[config.mk]
export PLATFORM = sky130hd
export DESIGN_NAME = hopscotch_hash_table
export DESIGN_NICKNAME = d
export VERILOG_FILES = /design/src/rtl/hht_pkg.sv /design/src/rtl/hht_ram.sv /design/src/rtl/hopscotch_hash_table.sv
export SDC_FILE = /design/constraint.sdc
export NUM_CORES = 1
export LEC_CHECK = 0
export BUFFER_PORTS_ARGS = -buffer_cell sky130_fd_sc_hd__buf_2
export CORE_MARGIN = 5
export CORE_UTILIZATION = 65
export DETAILED_ROUTE_END_ITERATION = 16
export HOLD_SLACK_MARGIN = 0.08
export PLACE_DENSITY_LB_ADDON = 0.05
export SLEW_MARGIN = 20
export SYNTH_ARGS = -nofsm -noshare
export SYNTH_HDL_FRONTEND = slang
export SYNTH_HIERARCHICAL = 1
export SYNTH_SLANG_ARGS = --single-unit
[constraint.sdc]
create_clock -name i_clk -period 10.3 [get_ports i_clk]
set_input_delay 0.515 -clock i_clk [delete_from_list [all_inputs] [get_ports i_clk]]
set_output_delay 0.515 -clock i_clk [all_outputs]
set_load 0.02 [all_outputs]
[src/rtl/hht_pkg.sv]
`timescale 1ns / 1ps
// ----------------------------------------------------------------------------
// hht_pkg
// Shared widths, command codes and parameter defaults for the hopscotch hash
// table engine.
// ----------------------------------------------------------------------------
package hht_pkg;

    localparam int KEY_W      = 31;
    localparam int SLOTS_DEF  = 16;
    localparam int HOOD_DEF   = 4;

    localparam logic CMD_INSERT = 1'b0;
    localparam logic CMD_SEARCH = 1'b1;

    typedef logic [KEY_W-1:0] t_key;

endpackage

[src/rtl/hht_ram.sv]
`timescale 1ns / 1ps
// ----------------------------------------------------------------------------
// hht_ram
// Generic single-write, single-read RAM with registered read data.
// ----------------------------------------------------------------------------
module hht_ram #(
    parameter int WIDTH = 8,
    parameter int DEPTH = 16
) (
    input  logic                     i_clk,
    input  logic                     i_we,
    input  logic [$clog2(DEPTH)-1:0] i_waddr,
    input  logic [WIDTH-1:0]         i_wdata,
    input  logic [$clog2(DEPTH)-1:0] i_raddr,
    output logic [WIDTH-1:0]         o_rdata
);

    logic [WIDTH-1:0] r_mem [DEPTH];
    logic [WIDTH-1:0] r_rdata;

    always_ff @(posedge i_clk) begin
        if (i_we) begin
            r_mem[i_waddr] <= i_wdata;
        end
        r_rdata <= r_mem[i_raddr];
    end

    assign o_rdata = r_rdata;

endmodule

[src/rtl/hopscotch_hash_table.sv]
`timescale 1ns / 1ps
// ----------------------------------------------------------------------------
// hopscotch_hash_table
// Hopscotch hash table engine: insert or search one key per input word.
// ----------------------------------------------------------------------------
// After reset the block sweeps the slot flags and bitmaps, one slot a cycle,
// before it takes the first word. Each word then works alone: the quotient
// of the key by SLOTS comes from a reciprocal multiply as the word is taken,
// and the next state, S_MOD, yields the home slot. A search then reads the
// home bitmap (S_SBM, S_SBW), reads and compares each named slot (S_SRD,
// S_SCMP), passes each clear bit in S_SRD alone, and posts the result from
// S_DONE. An insert probes one slot a cycle through the flag RAM, then runs
// displacement rounds (check, bitmap read per candidate, key move, flag
// release), then a final check, a store through S_INSRD and S_INSWR, and
// the post from S_DONE. The input is not ready until the result is posted;
// a result that is not taken holds the next one in S_DONE. Every step
// reuses the single read and write port of each RAM.
// ----------------------------------------------------------------------------
module hopscotch_hash_table
    import hht_pkg::*;
#(
    parameter int SLOTS        = SLOTS_DEF,
    parameter int NEIGHBORHOOD = HOOD_DEF
) (
    input  logic             i_clk,
    input  logic             i_rst_n,
    input  logic             i_valid,
    output logic             o_ready,
    input  logic             i_command,
    input  logic [KEY_W-1:0] i_key,
    output logic             o_valid,
    input  logic             i_ready,
    output logic             o_ok
);

    localparam int AW = $clog2(SLOTS);
    localparam int HW = $clog2(NEIGHBORHOOD);
    localparam int XW = ((AW > HW) ? AW : HW) + 1;
    localparam int N  = NEIGHBORHOOD;
    localparam int SH = KEY_W + AW;
    localparam int PW = KEY_W + 32;

    localparam logic [3:0] S_IDLE   = 4'd0;
    localparam logic [3:0] S_CLR    = 4'd1;
    localparam logic [3:0] S_MOD    = 4'd2;
    localparam logic [3:0] S_PROBE  = 4'd3;
    localparam logic [3:0] S_DCHK   = 4'd4;
    localparam logic [3:0] S_DCAND  = 4'd5;
    localparam logic [3:0] S_DBITS  = 4'd6;
    localparam logic [3:0] S_DMOVE  = 4'd7;
    localparam logic [3:0] S_DFREE  = 4'd8;
    localparam logic [3:0] S_INSRD  = 4'd9;
    localparam logic [3:0] S_INSWR  = 4'd10;
    localparam logic [3:0] S_SBM    = 4'd11;
    localparam logic [3:0] S_SBW    = 4'd12;
    localparam logic [3:0] S_SRD    = 4'd13;
    localparam logic [3:0] S_SCMP   = 4'd14;
    localparam logic [3:0] S_DONE   = 4'd15;

    localparam longint unsigned RECIP_L =
        ((64'd1 << SH) + 64'(SLOTS) - 64'd1) / 64'(SLOTS);
    localparam logic [31:0]      RECIP      = 32'(RECIP_L);
    localparam logic [N-1:0]     ONE_N      = {{(N-1){1'b0}}, 1'b1};
    localparam logic [XW-1:0]    SLOTS_X    = XW'(SLOTS);
    localparam logic [XW-1:0]    HOOD_X     = XW'(N);
    localparam logic [HW-1:0]    K_LAST     = HW'(N-1);
    localparam logic [AW:0]      SLOTS_P    = (AW+1)'(SLOTS);

    logic [3:0]    r_state, n_state;
    logic          r_cmd, n_cmd;
    t_key          r_key, n_key;
    logic [AW-1:0] r_quo, n_quo;
    logic [AW-1:0] r_home, n_home;
    logic [AW-1:0] r_free, n_free;
    logic [AW-1:0] r_src, n_src;
    logic [AW-1:0] r_own, n_own;
    logic [AW:0]   r_ptr, n_ptr;
    logic          r_pend, n_pend;
    logic [HW-1:0] r_k, n_k;
    logic [N-1:0]  r_bm, n_bm;
    logic          r_res, n_res;
    logic          r_out_valid, n_out_valid;
    logic          r_out_ok, n_out_ok;

    logic          key_we, used_we, used_wdata, bm_we;
    logic [AW-1:0] key_waddr, key_raddr, used_waddr, used_raddr, bm_waddr, bm_raddr;
    t_key          key_wdata, key_q;
    logic          used_q;
    logic [N-1:0]  bm_wdata, bm_q;

    logic [PW-1:0] w_prod;
    logic [AW-1:0] w_quo, w_quo_mul;
    logic [AW:0]   w_ptr_m1;
    logic [XW-1:0] w_diff, w_own, w_own_first, w_own_next, w_pos, w_src;
    logic          w_hit;
    logic [HW-1:0] w_d;

    hht_ram #(.WIDTH(KEY_W), .DEPTH(SLOTS)) u_key_ram (
        .i_clk   (i_clk),
        .i_we    (key_we),
        .i_waddr (key_waddr),
        .i_wdata (key_wdata),
        .i_raddr (key_raddr),
        .o_rdata (key_q)
    );

    hht_ram #(.WIDTH(1), .DEPTH(SLOTS)) u_used_ram (
        .i_clk   (i_clk),
        .i_we    (used_we),
        .i_waddr (used_waddr),
        .i_wdata (used_wdata),
        .i_raddr (used_raddr),
        .o_rdata (used_q)
    );

    hht_ram #(.WIDTH(N), .DEPTH(SLOTS)) u_bm_ram (
        .i_clk   (i_clk),
        .i_we    (bm_we),
        .i_waddr (bm_waddr),
        .i_wdata (bm_wdata),
        .i_raddr (bm_raddr),
        .o_rdata (bm_q)
    );

    assign o_ready = (r_state == S_IDLE);
    assign o_valid = r_out_valid;
    assign o_ok    = r_out_ok;

    always_comb begin
        w_prod      = PW'(i_key) * PW'(RECIP);
        w_quo       = w_prod[SH+AW-1:SH];
        w_quo_mul   = AW'(32'(r_quo) * 32'(SLOTS));
        w_ptr_m1    = r_ptr - 1'b1;
        w_diff      = XW'(r_free) - XW'(r_home);
        w_own       = XW'(r_free) - XW'(r_k);
        w_own_first = XW'(r_free) - XW'(N-1);
        w_own_next  = w_own + 1'b1;
        w_pos       = XW'(r_home) + XW'(r_k);
        w_hit       = 1'b0;
        w_d         = '0;
        for (int d = 1; d < N; d++) begin
            if (bm_q[d] && (HW'(d) < r_k)) begin
                w_hit = 1'b1;
                w_d   = HW'(d);
            end
        end
        w_src       = w_own + XW'(w_d);
    end

    always_comb begin
        n_state     = r_state;
        n_cmd       = r_cmd;
        n_key       = r_key;
        n_quo       = r_quo;
        n_home      = r_home;
        n_free      = r_free;
        n_src       = r_src;
        n_own       = r_own;
        n_ptr       = r_ptr;
        n_pend      = r_pend;
        n_k         = r_k;
        n_bm        = r_bm;
        n_res       = r_res;
        n_out_valid = r_out_valid & ~i_ready;
        n_out_ok    = r_out_ok;

        key_we      = 1'b0;
        key_waddr   = r_free;
        key_wdata   = key_q;
        key_raddr   = '0;
        used_we     = 1'b0;
        used_waddr  = r_free;
        used_wdata  = 1'b1;
        used_raddr  = '0;
        bm_we       = 1'b0;
        bm_waddr    = r_own;
        bm_wdata    = r_bm;
        bm_raddr    = '0;

        unique case (r_state)
            S_CLR: begin
                used_we    = 1'b1;
                used_waddr = r_ptr[AW-1:0];
                used_wdata = 1'b0;
                bm_we      = 1'b1;
                bm_waddr   = r_ptr[AW-1:0];
                bm_wdata   = '0;
                n_ptr      = r_ptr + 1'b1;
                if (r_ptr == SLOTS_P - 1'b1) begin
                    n_state = S_IDLE;
                end
            end
            S_IDLE: begin
                if (i_valid) begin
                    n_cmd   = i_command;
                    n_key   = i_key;
                    n_quo   = w_quo;
                    n_state = S_MOD;
                end
            end
            S_MOD: begin
                n_home  = r_key[AW-1:0] - w_quo_mul;
                n_ptr   = {1'b0, n_home};
                n_pend  = 1'b0;
                n_state = (r_cmd == CMD_INSERT) ? S_PROBE : S_SBM;
            end
            S_PROBE: begin
                used_raddr = r_ptr[AW-1:0];
                if (r_pend && !used_q) begin
                    n_free  = w_ptr_m1[AW-1:0];
                    n_state = S_DCHK;
                end else if (r_ptr == SLOTS_P) begin
                    n_res   = 1'b0;
                    n_state = S_DONE;
                end else begin
                    n_ptr  = r_ptr + 1'b1;
                    n_pend = 1'b1;
                end
            end
            S_DCHK: begin
                n_state = (w_diff >= HOOD_X) ? S_DCAND : S_INSRD;
            end
            S_DCAND: begin
                bm_raddr = w_own_first[AW-1:0];
                n_k      = K_LAST;
                n_state  = S_DBITS;
            end
            S_DBITS: begin
                if (w_hit) begin
                    n_own     = w_own[AW-1:0];
                    n_src     = w_src[AW-1:0];
                    n_bm      = (bm_q & ~(ONE_N << w_d)) | (ONE_N << r_k);
                    key_raddr = w_src[AW-1:0];
                    n_state   = S_DMOVE;
                end else if (r_k == HW'(1)) begin
                    n_res   = 1'b0;
                    n_state = S_DONE;
                end else begin
                    bm_raddr = w_own_next[AW-1:0];
                    n_k      = r_k - 1'b1;
                end
            end
            S_DMOVE: begin
                key_we    = 1'b1;
                key_waddr = r_free;
                key_wdata = key_q;
                used_we   = 1'b1;
                bm_we     = 1'b1;
                n_state   = S_DFREE;
            end
            S_DFREE: begin
                used_we    = 1'b1;
                used_waddr = r_src;
                used_wdata = 1'b0;
                n_free     = r_src;
                n_state    = S_DCHK;
            end
            S_INSRD: begin
                bm_raddr = r_home;
                n_state  = S_INSWR;
            end
            S_INSWR: begin
                key_we    = 1'b1;
                key_wdata = r_key;
                used_we   = 1'b1;
                bm_we     = 1'b1;
                bm_waddr  = r_home;
                bm_wdata  = bm_q | (ONE_N << w_diff[HW-1:0]);
                n_res     = 1'b1;
                n_state   = S_DONE;
            end
            S_SBM: begin
                bm_raddr = r_home;
                n_state  = S_SBW;
            end
            S_SBW: begin
                n_bm    = bm_q;
                n_k     = '0;
                n_state = S_SRD;
            end
            S_SRD: begin
                if (r_bm[r_k] && (w_pos < SLOTS_X)) begin
                    used_raddr = w_pos[AW-1:0];
                    key_raddr  = w_pos[AW-1:0];
                    n_state    = S_SCMP;
                end else if (r_k == K_LAST) begin
                    n_res   = 1'b0;
                    n_state = S_DONE;
                end else begin
                    n_k = r_k + 1'b1;
                end
            end
            S_SCMP: begin
                if (used_q && (key_q == r_key)) begin
                    n_res   = 1'b1;
                    n_state = S_DONE;
                end else if (r_k == K_LAST) begin
                    n_res   = 1'b0;
                    n_state = S_DONE;
                end else begin
                    n_k     = r_k + 1'b1;
                    n_state = S_SRD;
                end
            end
            S_DONE: begin
                if (!r_out_valid || i_ready) begin
                    n_out_valid = 1'b1;
                    n_out_ok    = r_res;
                    n_state     = S_IDLE;
                end
            end
            default: begin
                n_state = S_IDLE;
            end
        endcase
    end

    always_ff @(posedge i_clk) begin
        if (!i_rst_n) begin
            r_state     <= S_CLR;
            r_ptr       <= '0;
            r_pend      <= 1'b0;
            r_out_valid <= 1'b0;
        end else begin
            r_state     <= n_state;
            r_ptr       <= n_ptr;
            r_pend      <= n_pend;
            r_out_valid <= n_out_valid;
        end
        r_cmd    <= n_cmd;
        r_key    <= n_key;
        r_quo    <= n_quo;
        r_home   <= n_home;
        r_free   <= n_free;
        r_src    <= n_src;
        r_own    <= n_own;
        r_k      <= n_k;
        r_bm     <= n_bm;
        r_res    <= n_res;
        r_out_ok <= n_out_ok;
    end

endmodule
Word-level counts from Yosys, hierarchy flattened. Memories as Yosys holds them, arrays and structs flattened. A register that Yosys moved wholly into a read port is not among the register bits. Cells that the tools add are included.

Memories: 3. Memory bits (writable): 576. Output and inout port bits: 3. Input bits: 36. Logic and storage cells: 178. Register bits after elaboration: 67.

Bitwise gates (word level): 6. Muxes and demuxes: 69. Add/sub/neg operators: 10. Equality and inequality tests: 36. Magnitude comparators: 6. Reductions and logical operators: 31. Shift operators: 3.

Memory list: u_key_ram.r_mem (depth 16, width 31, rd ports 1, clocked after memory_dff 1, write ports 1, line hht_ram.sv:18) `logic [WIDTH-1:0] r_mem [DEPTH];`; u_bm_ram.r_mem (depth 16, width 4, rd ports 1, clocked after memory_dff 1, write ports 1, line hht_ram.sv:18); u_used_ram.r_mem (depth 16, width 1, rd ports 1, clocked after memory_dff 1, write ports 1, line hht_ram.sv:18).

Operators with widths (number): $mux 4 (17); $pmux 4 s16 (1); $pmux 4 s2 (7); $eq 4x4->1 const B (8); $eq 31x31->1 (1); $mux 31 (1); $mux 1 (26); $ne 2x2->1 const B (13); $mux 2 (9); $eq 4x3->1 const B (4); $pmux 5 s3 (1); $pmux 4 s3 (1); $reduce_and 6->1 (2); $shl 1x2->4 const A (3); $mux 5 (2); $pmux 2 s5 (1); $reduce_and 2->1 (5); $reduce_bool 5->1 (2); $ne 3x3->1 const B (3); $eq 4x2->1 const B (2); $or 4x4->4 (2); $logic_and 1x1->1 (6); $reduce_and 3->1 (2); $reduce_bool 2->1 (3); 35 further kinds (39).

Logic depth before layout (Yosys ltp).
Depth after elaboration: 11. Gate-level depth with buffers: 15. Depth with buffers taken out: 13.

Cells and area by module. The synthesis kept the hierarchy.

By module, submodules not included: hht_ram (u_key_ram) (times used 1, seq. area each 15514.9 um^2, area each 19248.5 um^2, cells an instance 812); hopscotch_hash_table (times used 1, seq. area each 1901.8 um^2, area each 4596.9 um^2, cells an instance 518); hht_ram (u_bm_ram) (times used 1, seq. area each 2001.9 um^2, area each 2666.3 um^2, cells an instance 130); hht_ram (u_used_ram) (times used 1, seq. area each 500.5 um^2, area each 745.7 um^2, cells an instance 47).

Least setup slack after synthesis. No wires, ideal clock.

Kind: register -> register. Start point: register r_state[0]. End point: memory u_key_ram/r_mem[0][0] (netlist bit), enable pin. Slack: 5917 ps. Path buffers: 3. Library setup time: 458 ps. Clock period less this slack: 4383 ps. Arrival time: 3925 ps. Required time: 9842 ps. Cell stages (with the launch flop): 9. Cell sequence: dfxtp_1 -> buf_2 -> buf_2 -> buf_2 -> and3_1 -> a21oi_1 -> nor2_1 -> or3b_1 -> nor3_1.

Word-level cells in the longest chain between the ends: 5. Elaborated cells between the ends (all ways): 6. Those cells by class: 2 x eq/ne; 3 x mux; 1 x reduce/logical.

RTL lines: start, declared (line hopscotch_hash_table.sv:69) `logic [3:0] r_state, n_state;`; start signal, assigned (line hopscotch_hash_table.sv:325) `r_state <= n_state;`; $eq 4x4->1 or $eq 4x3->1 (tied branches) (line hopscotch_hash_table.sv:180) `unique case (r_state)`; $reduce_or 2->1 (no source line) (*); $mux 1 (*) (line hopscotch_hash_table.sv:180); named net key_we (line hopscotch_hash_table.sv:85) `logic key_we, used_we, used_wdata, bm_we;`; $mux 1 (*) (line hht_ram.sv:22) `if (i_we) begin`; $mux 1 (implied by the code) (*) (line hht_ram.sv:23) `r_mem[i_waddr] <= i_wdata;`; end, declared (line hht_ram.sv:18).

Mark *: on every way through the listed nets, which the timed path passes. The rest lies on a longest branch.

Final worst setup path.
Start point: register r_free[0] (netlist: key_waddr[0]). End point: register u_key_ram.r_rdata[0] (netlist: u_key_ram/o_rdata[0]), read port of u_key_ram.r_mem.

Word-level cells in the longest chain between the ends: 4.

RTL lines: start, declared (line hopscotch_hash_table.sv:74) `logic [AW-1:0] r_free, n_free;`; start signal, assigned (line hopscotch_hash_table.sv:334) `r_free <= n_free;`; $sub 4x2->4 (line hopscotch_hash_table.sv:135) `w_own = XW'(r_free) - XW'(r_k);`; named net w_own[1] (line hopscotch_hash_table.sv:94) `logic [XW-1:0] w_diff, w_own, w_own_first, w_own_next, w_pos, w_src;`; $add 4x2->4 (line hopscotch_hash_table.sv:147) `w_src = w_own + XW'(w_d);`; named net w_src[1] (line hopscotch_hash_table.sv:94); $mux 4 (line hopscotch_hash_table.sv:229) `if (w_hit) begin`; $pmux 4 s2 (line hopscotch_hash_table.sv:180); named net key_raddr[1] (line hopscotch_hash_table.sv:86) `logic [AW-1:0] key_waddr, key_raddr, used_waddr, used_raddr, bm_waddr, bm_raddr;`; end, declared (line hht_ram.sv:19) `logic [WIDTH-1:0] r_rdata;`.

The timed path passes the listed nets, and every way through them passes these cells. A chain may end at the register's enable or synchronous reset.

==> reports/results.ini <==
[setup_path]
cpMaxStageDelayCell = buf_4
crit_family = buffers and inverters
worstRegToRegCells = 12
worst-setup-path-type = flip-flop to flip-flop
cp_cell_sequence = inv_1 -> ha_1 -> inv_1 -> fa_1 -> fa_1 -> nand2_1 -> o21ai_4 -> buf_4 -> buf_4 -> mux4_2 -> a22oi_1 -> nand2_1
crit_required_ns = 10.76
cp-start-kind = flip-flop
cp-end-kind = flip-flop
worstPathMaxFanout = 68
cp_slowest_stage_delay_ns = 0.79
worstPathArrival_ns = 5.27
worstSetupPathDepth = 12
worst-path-buf-inv = 4

[sta]
maxSlewViolCount = 0
slew_headroom_pct = 24.75
fin_crit_ns = 4.817
fin_crit_sh_pct = 46.77
grt_setup_unrepaired = no
finalHoldViolCount = 0
finClkSkew_ns = 0.02428
finalSetupViolCount = 0
fmax_ghz = 0.2076
tightestPinTransition_ns = 1.129
tns_ns = 0

[synth]
synth_ff_type = edfxtp_1
synth_edf_count = 632
ys_types = 68
syn-num-nets = 1567
ys_seq_area_share_pct = 73.08
yosys_warnings = 6
synth_area_per_cell_um2 = 18.09
synth.area.top_cells = edfxtp_1, mux4_2, dfxtp_1
ys_ff_latch = 679
syn_area_um2 = 27260
yosysTopAreaCell = edfxtp_1
synth_top_area_share_pct = 69.63
postSynth.asyncResetShare_pct = 0
netlist_instances = 1507

[clock_network]
clock_latency_ns = 0.59
h-tree-depth = 3
clk_pin_slew_ns = 0.06
cts_tree = yes
cts_root_buf = clkbuf_16
cts_resized = 0
clkSinkCount = 679
cts_max_path_buffers = 3
cts_made_buffers = 68

[floorplan]
die_w_um = 214.8
pin_count = 39
dieArea_um2 = 46130
start_util_pct = 65.27
die_h_um = 214.8
rows = 75
core-area_um2 = 41760

[place]
portBuffers = 38
place_hpwl_um = 31710
dpl_cell_area_um2 = 28170
gp_congestion = 0.8941

[job]
maxCapViolCount = 0

[pwr]
finalPower_mw = 6.323
p_int_mw = 4.773
pwr-share-seq_pct = 51.0
p_clk_share_pct = 37.4
power.density_nw_per_um2 = 207.4
comb_power_share_pct = 11.5
p_sw_mw = 1.549
leakage_nw = 9.847
netSwitchingFraction_pct = 24.50
ir_worst_vdd_mv = 0.1969

[outcome]
run_status = complete, no violations

[grt]
grt_max_degree = 69
grt_pass1_wl_um = 91010
gr-total-overflow = 0
grt_usage_pct = 26.59
antenna_found_initial = 0
grt_pass1_vias = 14350

[detailed_routing]
drt-wirelength-per-cell_um = 27.61
vias = 14310
drc = 0
firstDrtPassIters = 5
drtAntennaViolNets = 0
via_per_inst = 6.532
drt-total-wl_um = 60490
drtIter0Drc = 1666

[hold_path]
worstHoldPathCells = 1
hp-class = primary input to flip-flop

[layout]
mostFrequentLayoutCell = edfxtp_1
num_antenna_cells = 0
num-fill-cells = 2451
drive_above_1_share_pct = 20.40
areaGrowthSynthToFinish_pct = 11.84
final_cell_mix = edfxtp_1, nand2_1, mux4_2
seq_area_um2 = 19920
multi_input_area_um2 = 7017
nets = 1658
final_cell_area_um2 = 30480

## final timing paths
path	startpoint	endpoint	slack [ns]
max	key_waddr[0]	u_key_ram/o_rdata[0]	5.48
min	i_key[1]	r_key[1]	0.11
max reg2reg	key_waddr[0]	u_key_ram/o_rdata[0]	5.48
min reg2reg	r_pend	r_pend	0.50
## power by group through the flow
| stage | clock (mW) | sequential, mW | combinational [mW] |
|---|---|---|---|
| CTS | 2.41 | 3.23 | 0.723 |
| global route | 2.54 | 3.23 | 0.790 |
| detailed placement | 0 | 3.28 | 0.713 |
| global placement | 0 | 3.28 | 0.701 |
| finish | 2.37 | 3.23 | 0.729 |
| floorplan | 0 | 3.26 | 0.504 |
## cell type report
type                            count  share of cell area (%)
Clock buffer                       97                   6.313
Clock inverter                     27                  0.7388
Inverter                           29                  0.3612
Multi-Input combinational cell    731                   23.02
Sequential cell                   679                   65.34
Tap cell                          539                   2.212
Timing Repair Buffer               89                   2.015
## kinds of logic after synthesis
group / after synthesis / synth area share, %
compound gates: 167 / 4.251
xor+xnor: 41 / 1.317
fa+ha+maj: 24 / 1.212
buf+inv: 97 / 1.841
flops: 679 / 73.08
mux: 150 / 12.42
simple gates: 349 / 5.885
## cells in the mapped netlist, types with 3 or more instances
master / n
a211oi_1: 5
a21oi_1: 25
a221o_1: 6
a22o_1: 5
a22oi_1: 68
and2_1: 5
and3_1: 7
buf_2: 21
buf_4: 3
buf_6: 11
clkbuf_1: 31
dfxtp_1: 47
edfxtp_1: 632
fa_1: 4
ha_1: 20
inv_1: 27
mux2i_1: 4
mux4_1: 18
mux4_2: 127
nand2_1: 176
nand2b_1: 11
nand3_1: 21
nand3b_1: 6
nand4_1: 7
nor2_1: 65
nor2b_1: 9
nor3_1: 22
nor3_2: 3
o211ai_1: 4
o21ai_0: 31
xnor2_1: 34
xor2_1: 7
## registers in the layout, indices dropped and copies added, names as in the netlist, 5 cells and up
name	cells
u_key_ram/r_mem	496
u_bm_ram/r_mem	64
r_key	31
r_ptr	5
u_key_ram/o_rdata	31
u_used_ram/r_mem	16
## per-layer routing
| layer | global-route usage, % | up-vias | share of wire [%] |
|---|---|---|---|
| met4 | 7.000 | 0 | 2.5 |
| met1 | 36.54 | 7352 | 38 |
| li1 | - | 6195 | - |
| met5 | 0 | - | 0 |
| met3 | 4.982 | 118 | 7.9 |
| met2 | 45.03 | 646 | 51 |
## per-stage QoR
step	util, %	setup WS (ns)	hold WS, ns	std cells
global placement	67.45	5.661	0.4679	2052
detailed placement	67.45	5.520	0.4794	2052
floorplan	-	5.917	0.4275	1507
CTS	72.94	5.517	0.08040	2190
finish	73.00	5.483	0.1052	2191
global route	73.00	5.220	0.08007	2191
## repair_timing
action | CTS | global route
endpoints found under the hold margin | 14 | 1
hold buffers | 14 | 1
buffers inserted | 0 | 0
No activity file was read; power rests on OpenSTA's default activity.
